$ cat src/sv/skvt_pkg.sv
`timescale 1ns / 1ps
// ----------------------------------------------------------------------------
// skvt_pkg
// Request and status codes and the control types shared by the sorted
// key/value table modules.
// ----------------------------------------------------------------------------
package skvt_pkg;

	// request kinds
	localparam logic [2:0] REQ_INSERT = 3'd0;
	localparam logic [2:0] REQ_LOOKUP = 3'd1;
	localparam logic [2:0] REQ_REMOVE = 3'd2;
	localparam logic [2:0] REQ_CLEAR  = 3'd3;
	localparam logic [2:0] REQ_READ   = 3'd4;

	// result status codes
	localparam logic [1:0] ST_OK        = 2'd0;
	localparam logic [1:0] ST_NOT_FOUND = 2'd1;
	localparam logic [1:0] ST_FULL      = 2'd2;
	localparam logic [1:0] ST_RANGE     = 2'd3;

	// commands from controller to datapath
	typedef struct packed {
		logic load;
		logic step;
		logic exec;
	} cmd_t;

	// status from datapath to controller
	typedef struct packed {
		logic search_done;
	} stat_t;

endpackage

$ cat src/sv/skvt_ctrl.sv
`timescale 1ns / 1ps
// ----------------------------------------------------------------------------
// skvt_ctrl
// Controller: takes an item, runs the binary search one step per cycle and
// then issues the single execute command that updates the table.
// ----------------------------------------------------------------------------
module skvt_ctrl (
	input  logic          clk,
	input  logic          arst_n,
	input  logic          start,
	input  skvt_pkg::stat_t stat,
	output skvt_pkg::cmd_t  cmd,
	output logic          busy
);
	import skvt_pkg::*;

	localparam logic ST_IDLE   = 1'b0;
	localparam logic ST_SEARCH = 1'b1;

	logic state_q;

	// state register
	always_ff @(posedge clk or negedge arst_n) begin
		if (!arst_n) begin
			state_q <= ST_IDLE;
		end else begin
			case (state_q)
				ST_IDLE: begin
					if (start) state_q <= ST_SEARCH;
				end
				ST_SEARCH: begin
					if (stat.search_done) state_q <= ST_IDLE;
				end
				default: state_q <= ST_IDLE;
			endcase
		end
	end

	// command decode
	always_comb begin
		cmd.load = (state_q == ST_IDLE) && start;
		cmd.step = (state_q == ST_SEARCH) && !stat.search_done;
		cmd.exec = (state_q == ST_SEARCH) && stat.search_done;
	end

	assign busy = (state_q == ST_SEARCH);

endmodule

$ cat src/sv/skvt_datapath.sv
`timescale 1ns / 1ps
// ----------------------------------------------------------------------------
// skvt_datapath
// Table cells, request registers, binary search bounds and result
// registers. Insert and remove shift all cells at once.
// ----------------------------------------------------------------------------
module skvt_datapath #(
	parameter int DEPTH      = 16,
	parameter int KEY_WIDTH  = 32,
	parameter int DATA_WIDTH = 32,
	localparam int IDX_W     = $clog2(DEPTH),
	localparam int CNT_W     = $clog2(DEPTH + 1)
) (
	input  logic                  clk,
	input  logic                  arst_n,
	input  skvt_pkg::cmd_t        cmd,
	output skvt_pkg::stat_t       stat,
	input  logic [2:0]            req_type,
	input  logic [KEY_WIDTH-1:0]  key,
	input  logic [DATA_WIDTH-1:0] data_in,
	input  logic [IDX_W-1:0]      index,
	output logic                  done,
	output logic [1:0]            status,
	output logic [KEY_WIDTH-1:0]  key_out,
	output logic [DATA_WIDTH-1:0] data_out,
	output logic [CNT_W-1:0]      position,
	output logic [CNT_W-1:0]      entry_count
);
	import skvt_pkg::*;

	localparam logic [CNT_W-1:0] FULL_COUNT = CNT_W'(DEPTH);

	// request registers
	logic [2:0]            req_q;
	logic [KEY_WIDTH-1:0]  key_q;
	logic [DATA_WIDTH-1:0] data_q;
	logic [IDX_W-1:0]      idx_q;

	// search bounds and fill count
	logic [CNT_W-1:0] lo_q;
	logic [CNT_W-1:0] hi_q;
	logic [CNT_W-1:0] count_q;

	// table cells
	logic [KEY_WIDTH-1:0]  key_cells_q  [DEPTH];
	logic [DATA_WIDTH-1:0] data_cells_q [DEPTH];

	// result registers
	logic                  done_q;
	logic [1:0]            status_q;
	logic [KEY_WIDTH-1:0]  key_out_q;
	logic [DATA_WIDTH-1:0] data_out_q;
	logic [CNT_W-1:0]      position_q;

	logic [CNT_W:0]        mid_sum;
	logic [CNT_W-1:0]      mid;
	logic                  mid_less;
	logic                  search_kind;
	logic                  hit;
	logic                  ins_ok;
	logic                  rem_ok;
	logic                  rd_ok;
	logic [CNT_W-1:0]      idx_ext;
	logic [CNT_W-1:0]      count_nxt;
	logic [1:0]            status_nxt;
	logic [KEY_WIDTH-1:0]  key_out_nxt;
	logic [DATA_WIDTH-1:0] data_out_nxt;
	logic [CNT_W-1:0]      position_nxt;

	// one halving step of the lower-bound search
	assign mid_sum  = {1'b0, lo_q} + {1'b0, hi_q};
	assign mid      = mid_sum[CNT_W:1];
	assign mid_less = key_cells_q[mid[IDX_W-1:0]] < key_q;
	assign stat.search_done = (lo_q == hi_q);

	assign search_kind = (req_type inside {REQ_INSERT, REQ_LOOKUP, REQ_REMOVE});

	// request capture and search bounds
	always_ff @(posedge clk) begin
		if (cmd.load) begin
			req_q  <= req_type;
			key_q  <= key;
			data_q <= data_in;
			idx_q  <= index;
			lo_q   <= '0;
			hi_q   <= search_kind ? count_q : '0;
		end else if (cmd.step) begin
			if (mid_less) lo_q <= mid + CNT_W'(1);
			else hi_q <= mid;
		end
	end

	// outcome of the request at the found position
	always_comb begin
		idx_ext      = CNT_W'(idx_q);
		hit          = (lo_q < count_q) && (key_cells_q[lo_q[IDX_W-1:0]] == key_q);
		ins_ok       = (req_q == REQ_INSERT) && (count_q < FULL_COUNT);
		rem_ok       = (req_q == REQ_REMOVE) && hit;
		rd_ok        = (req_q == REQ_READ) && (idx_ext < count_q);
		count_nxt    = count_q;
		status_nxt   = ST_OK;
		key_out_nxt  = '0;
		data_out_nxt = '0;
		position_nxt = '0;
		case (req_q)
			REQ_INSERT: begin
				position_nxt = lo_q;
				if (ins_ok) count_nxt = count_q + CNT_W'(1);
				else status_nxt = ST_FULL;
			end
			REQ_LOOKUP: begin
				position_nxt = lo_q;
				if (hit) data_out_nxt = data_cells_q[lo_q[IDX_W-1:0]];
				else status_nxt = ST_NOT_FOUND;
			end
			REQ_REMOVE: begin
				position_nxt = lo_q;
				if (rem_ok) count_nxt = count_q - CNT_W'(1);
				else status_nxt = ST_NOT_FOUND;
			end
			REQ_CLEAR: begin
				count_nxt = '0;
			end
			REQ_READ: begin
				position_nxt = idx_ext;
				if (rd_ok) begin
					key_out_nxt  = key_cells_q[idx_q];
					data_out_nxt = data_cells_q[idx_q];
				end else begin
					status_nxt = ST_RANGE;
				end
			end
			default: begin
			end
		endcase
	end

	// fill count and result strobe
	always_ff @(posedge clk or negedge arst_n) begin
		if (!arst_n) begin
			count_q <= '0;
			done_q  <= 1'b0;
		end else begin
			done_q <= cmd.exec;
			if (cmd.exec) count_q <= count_nxt;
		end
	end

	// result payload
	always_ff @(posedge clk) begin
		if (cmd.exec) begin
			status_q   <= status_nxt;
			key_out_q  <= key_out_nxt;
			data_out_q <= data_out_nxt;
			position_q <= position_nxt;
		end
	end

	// cells: shift up on insert, shift down on remove
	for (genvar gi = 0; gi < DEPTH; gi++) begin : g_cell
		localparam logic [CNT_W-1:0] POS = CNT_W'(gi);
		always_ff @(posedge clk) begin
			if (cmd.exec && ins_ok) begin
				if (POS == lo_q) begin
					key_cells_q[gi]  <= key_q;
					data_cells_q[gi] <= data_q;
				end else if (gi > 0 && POS > lo_q && POS <= count_q) begin
					key_cells_q[gi]  <= key_cells_q[(gi > 0) ? gi - 1 : 0];
					data_cells_q[gi] <= data_cells_q[(gi > 0) ? gi - 1 : 0];
				end
			end else if (cmd.exec && rem_ok) begin
				if (gi < DEPTH - 1 && POS >= lo_q && POS + CNT_W'(1) < count_q) begin
					key_cells_q[gi]  <= key_cells_q[(gi < DEPTH - 1) ? gi + 1 : gi];
					data_cells_q[gi] <= data_cells_q[(gi < DEPTH - 1) ? gi + 1 : gi];
				end
			end
		end
	end

	assign done        = done_q;
	assign status      = status_q;
	assign key_out     = key_out_q;
	assign data_out    = data_out_q;
	assign position    = position_q;
	assign entry_count = count_q;

endmodule

$ cat src/sv/sorted_key_value_table.sv
`timescale 1ns / 1ps
// ----------------------------------------------------------------------------
// sorted_key_value_table
// Table of key/data pairs kept in ascending key order, with binary search,
// insert, lookup, remove, clear and read by position.
// ----------------------------------------------------------------------------
// An item is taken at a clock edge where start is high and busy is low. The
// lower-bound search runs one halving step per cycle over the current
// entries (at most $clog2(entries+1) steps, none for clear and read), then
// the execute command applies the request, shifting all cells at once. The
// result shows on the outputs for exactly one cycle with done high, which is
// registered from the execute command; it must be captured then, as the
// block does not wait. busy is already low in that cycle, so the next item
// can be taken while the result is shown. entry_count always shows the
// current fill count.
module sorted_key_value_table #(
	parameter int DEPTH      = 16,
	parameter int KEY_WIDTH  = 32,
	parameter int DATA_WIDTH = 32,
	localparam int IDX_W     = $clog2(DEPTH),
	localparam int CNT_W     = $clog2(DEPTH + 1)
) (
	input  logic                  clk,
	input  logic                  arst_n,
	input  logic                  start,
	output logic                  busy,
	input  logic [2:0]            req_type,
	input  logic [KEY_WIDTH-1:0]  key,
	input  logic [DATA_WIDTH-1:0] data_in,
	input  logic [IDX_W-1:0]      index,
	output logic                  done,
	output logic [1:0]            status,
	output logic [KEY_WIDTH-1:0]  key_out,
	output logic [DATA_WIDTH-1:0] data_out,
	output logic [CNT_W-1:0]      position,
	output logic [CNT_W-1:0]      entry_count
);
	import skvt_pkg::*;

	cmd_t  cmd;
	stat_t stat;

	// controller
	skvt_ctrl u_ctrl (
		.clk    (clk),
		.arst_n (arst_n),
		.start  (start),
		.stat   (stat),
		.cmd    (cmd),
		.busy   (busy)
	);

	// datapath
	skvt_datapath #(
		.DEPTH      (DEPTH),
		.KEY_WIDTH  (KEY_WIDTH),
		.DATA_WIDTH (DATA_WIDTH)
	) u_dp (
		.clk         (clk),
		.arst_n      (arst_n),
		.cmd         (cmd),
		.stat        (stat),
		.req_type    (req_type),
		.key         (key),
		.data_in     (data_in),
		.index       (index),
		.done        (done),
		.status      (status),
		.key_out     (key_out),
		.data_out    (data_out),
		.position    (position),
		.entry_count (entry_count)
	);

`ifndef NO_ASSERTIONS
	// a result is only shown once the controller has gone idle
	a_done_idle: assert property (@(posedge clk) disable iff (!arst_n)
		done |-> !busy)
		else $error("result shown while busy");

	// an accepted item always keeps the block busy in the next cycle
	a_accept_busy: assert property (@(posedge clk) disable iff (!arst_n)
		(start && !busy) |=> busy)
		else $error("accepted item did not start a search");

	// fill count never exceeds the table depth
	a_count_range: assert property (@(posedge clk) disable iff (!arst_n)
		entry_count <= CNT_W'(DEPTH))
		else $error("entry count beyond depth");

	// a full status only when the table really is full
	a_full_count: assert property (@(posedge clk) disable iff (!arst_n)
		(done && status == ST_FULL) |-> (entry_count == CNT_W'(DEPTH)))
		else $error("full status with free entries");
`endif

endmodule
$ cat config.mk
export PLATFORM = sky130hd
export DESIGN_NAME = sorted_key_value_table
export DESIGN_NICKNAME = d
export VERILOG_FILES = /design/src/sv/skvt_pkg.sv /design/src/sv/skvt_ctrl.sv /design/src/sv/skvt_datapath.sv /design/src/sv/sorted_key_value_table.sv
export SDC_FILE = /design/constraint.sdc
export NUM_CORES = 2
export LEC_CHECK = 0
export BUFFER_PORTS_ARGS = -buffer_cell sky130_fd_sc_hd__buf_2
export CAP_MARGIN = 20
export CELL_PAD_IN_SITES_DETAIL_PLACEMENT = 1
export CELL_PAD_IN_SITES_GLOBAL_PLACEMENT = 1
export CORE_UTILIZATION = 40
export DETAILED_ROUTE_END_ITERATION = 7
export PLACE_DENSITY_LB_ADDON = 0.1
export SYNTH_ARGS = -nofsm -noshare
export SYNTH_HDL_FRONTEND = slang
export SYNTH_HIERARCHICAL = 1
export SYNTH_SLANG_ARGS = --single-unit
$ cat constraint.sdc
create_clock -name clk -period 11.1 [get_ports clk]
set_input_delay 0.555 -clock clk [delete_from_list [all_inputs] [get_ports clk]]
set_output_delay 0.555 -clock clk [all_outputs]
set_load 0.1 [all_outputs]
==> results.py <==
metrics = {
    "sta": {
        "setup_viol": 0,
        "slew_headroom_pct": 18.0,
        "final_hold_viol_count": 0,
        "finalSetupTns_ns": 0,
        "fin_crit_sh_pct": 69.6,
        "period_minus_slack_ns": 7.73,
        "timing.fmax_ghz": 0.129,
        "slew_viol_final": 0,
        "layout_setup_ws_ns": 3.37,
        "skew_ns": 0.0428,
        "hold_ws_ns": 0.102,
        "tightest_slew_ns": 1.23,
        "rsz0062_at_grt": "no",
    },
    "synthesis": {
        "ys_seq_elements": 1191,
        "synth_flop_cell": "edfxtp_1",
        "avgSynthCellArea_um2": 12.5,
        "netlist_area_um2": 78900,
        "synth_warnings": 6,
        "syn-num-nets": 6429,
        "ys_seq_area_share_pct": 45.1,
        "synth_async_sr_flop_share_pct": 0.588,
        "synth_edf_count": 1171,
        "syn_inst": 6305,
        "ys_types": 81,
    },
    "drt": {
        "post_drt_wl_per_cell_um": 37.1,
        "first_pass_iters": 8,
        "drt_iter0_markers": 6697,
        "via_per_inst": 6.71,
        "postRouteAntennaNets": 0,
        "drc_errors": 0,
        "via_count": 60100,
        "wl_um": 333000,
    },
    "pwr": {
        "p_per_area_nw_per_um2": 241,
        "p_sw_w": 0.00876,
        "leakage_nw": 33.7,
        "combPwrFrac_pct": 50.9,
        "power_frac_seq_pct": 26.2,
        "netSwitchingFraction_pct": 41.4,
        "intPower_w": 0.0124,
        "ir_drop_mv": 0.486,
        "pwr-share-clk_pct": 22.9,
    },
    "critical_path": {
        "cp_max_fo": 58,
        "critPathMaxStageDelay_ns": 0.95,
        "cp_top_family": "simple AND/OR/NAND/NOR gates",
        "start_kind": "flip-flop",
        "critPathKind": "flip-flop to flip-flop",
        "endpoint_kind": "flip-flop",
        "cp_common_cell": "buf_4",
        "cp.buffers_inverters": 3,
        "slowest_stage": "nor4b_2",
        "crit_arrival_ns": 8.16,
        "crit_path_cell_trace": "buf_4, nor2b_1, o2bb2ai_1, a211oi_1, mux2_2, a31oi_1, nor4b_2, and4_1, buf_4, and4_4, or2_4, buf_4",
        "cp.required_ns": 11.53,
    },
    "clock_network": {
        "clock_latency_ns": 0.83,
        "clockBufferDepth": 3,
        "ctsRootBufferMaster": "clkbuf_16",
        "numCtsBuffers": 150,
        "clock_sinks": 1191,
        "post_cts_resized": 0,
        "postCtsSetupBuffers": 0,
        "cts_hold_buffers": 72,
        "cts_tree": "built",
        "clk_pin_slew_ns": 0.06,
        "htree_levels": 4,
    },
    "global_routing": {
        "grt.overflow.total": 0,
        "grt_use_total_pct": 33.1,
        "antenna_found_initial": 7,
        "grt_pass1_wl_um": 471000,
        "grt_pass1_vias": 60700,
        "grt_max_degree": 129,
    },
    "final_layout": {
        "final_common_cell": "edfxtp_1",
        "drive_above_1_share_pct": 22.7,
        "fin_nets": 6335,
        "area_growth_pct": 11.1,
        "fin_area_um2": 87700,
        "layout.cells.non_filler": 8957,
        "final_cell_mix": "1171 x edfxtp_1, 916 x mux2i_1, 836 x nor2_1",
    },
    "place": {
        "hpwl_um": 193000,
        "place_area_um2": 82300,
        "dp.cells": 8610,
        "portBuffers": 151,
        "place_ws_ns": 3.52,
        "globalplace.congestion": 0.882,
    },
    "worst_hold_path": {
        "hold_path.class": "input port to async pin",
    },
    "die": {
        "die_h_um": 446,
        "ioPinCount": 152,
        "start_util_pct": 40.4,
        "rows": 162,
        "core_area_um2": 195000,
        "die_x_um": 446,
        "fp.dieArea_um2": 199000,
    },
    "job": {
        "cap_violations": 0,
    },
    "outcome": {
        "status": "completed",
    },
}
## power by group through the flow
| stage | Combinational, W | Clock (W) | Sequential [W] |
|---|---|---|---|
| detailed placement | 0.0106 | 0 | 0.00564 |
| global route | 0.0112 | 0.00508 | 0.00557 |
| global placement | 0.0105 | 0 | 0.00564 |
| finish | 0.0108 | 0.00485 | 0.00555 |
| floorplan | 0.00709 | 0 | 0.00571 |
| CTS | 0.0107 | 0.00493 | 0.00555 |
## path summary, 6_finish.rpt
| path | startpoint | end | slack, ns | depth (start not counted) |
|---|---|---|---|---|
| max reg2reg | flip-flop | u_dp/data_cells_q[14][5] | 3.37 | 12 |
| min reg2reg | u_dp/data_cells_q[15][2] | u_dp/data_cells_q[14][2] | 0.58 | 2 |
| max in group asynchronous | arst_n | u_ctrl/busy | 10.83 | 2 |
| min in group clk | start | u_dp/hi_q[0] | 0.40 | 4 |
| min | arst_n | u_dp/entry_count[1] | 0.10 | 2 |
| max | flip-flop | u_dp/data_cells_q[14][5] | 3.37 | 12 |
## flip-flops by register name (all words and copies together), names as in the netlist, 32 cells and up, named ones only
signal	cells
u_dp/data_cells_q	512
u_dp/data_out	32
u_dp/data_q	32
u_dp/key_cells_q	512
u_dp/key_out	32
u_dp/key_q	32
## worst reg2reg max path: stages, from the launching register on
cell	delay (ns)
dfxtp_4	0.67
buf_4	0.71
nor2b_1	0.89
o2bb2ai_1	0.19
a211oi_1	0.08
mux2_2	0.35
a31oi_1	0.42
nor4b_2	0.95
and4_1	0.33
buf_4	0.34
and4_4	0.92
or2_4	0.88
buf_4	0.59
## layout make-up
cell class                      count  area [µm²]
Fill cell                       20000      108000
Multi-Input combinational cell   4374       40800
Sequential cell                  1191       35600
Clock buffer                      200        4050
Tap cell                         2624        3280
Timing Repair Buffer              381        2860
Clock inverter                     70         596
Inverter                          113         428
Antenna cell                        4        10.0
## Yosys cell counts, types with 15 or more instances
cell type	instances	area share (%)
buf_1	67	0.32
nor3_1	20	0.13
mux2_2	100	1.4
a31oi_1	41	0.33
a22o_1	57	0.63
xnor2_1	43	0.48
and3_1	39	0.31
clkbuf_1	448	2.1
nand2_1	243	1.2
mux4_2	704	20
o22ai_1	49	0.39
nand3_1	29	0.18
a21o_1	56	0.53
edfxtp_1	1171	45
inv_1	107	0.51
nor2b_1	41	0.33
mux2_4	54	1.0
a22oi_1	29	0.28
ha_1	49	0.78
buf_2	86	0.55
nor2_1	837	4.0
mux2i_1	916	12
o31ai_1	24	0.23
o21ai_0	100	0.63
a21oi_1	805	5.1
buf_4	15	0.14
## stage by stage
| step | util, % | total power, W |
|---|---|---|
| after floorplan | - | 0.0128 |
| after global placement | 42.1 | 0.0161 |
| after detailed placement | 42.1 | 0.0162 |
| after CTS | 44.8 | 0.0211 |
| after global routing | 44.9 | 0.0219 |
| final | 44.9 | 0.0212 |
## cell families after synthesis
| logic type | count (synthesis) | share of synthesized area, % |
|---|---|---|
| mux | 1781 | 34.3 |
| buf+inv | 740 | 3.82 |
| compound gates | 1228 | 8.85 |
| fa+ha+maj | 50 | 0.802 |
| xor+xnor | 47 | 0.522 |
| flops | 1191 | 45.1 |
| simple gates | 1268 | 6.63 |
## layer usage
metal | share of wire (%) | GRT usage [%]
met1 | 41 | 44.7
met2 | 47 | 53.9
met3 | 7.0 | 4.60
met4 | 4.6 | 13.3
met5 | 0.0081 | 0
Power figures use the tool's default switching activity.
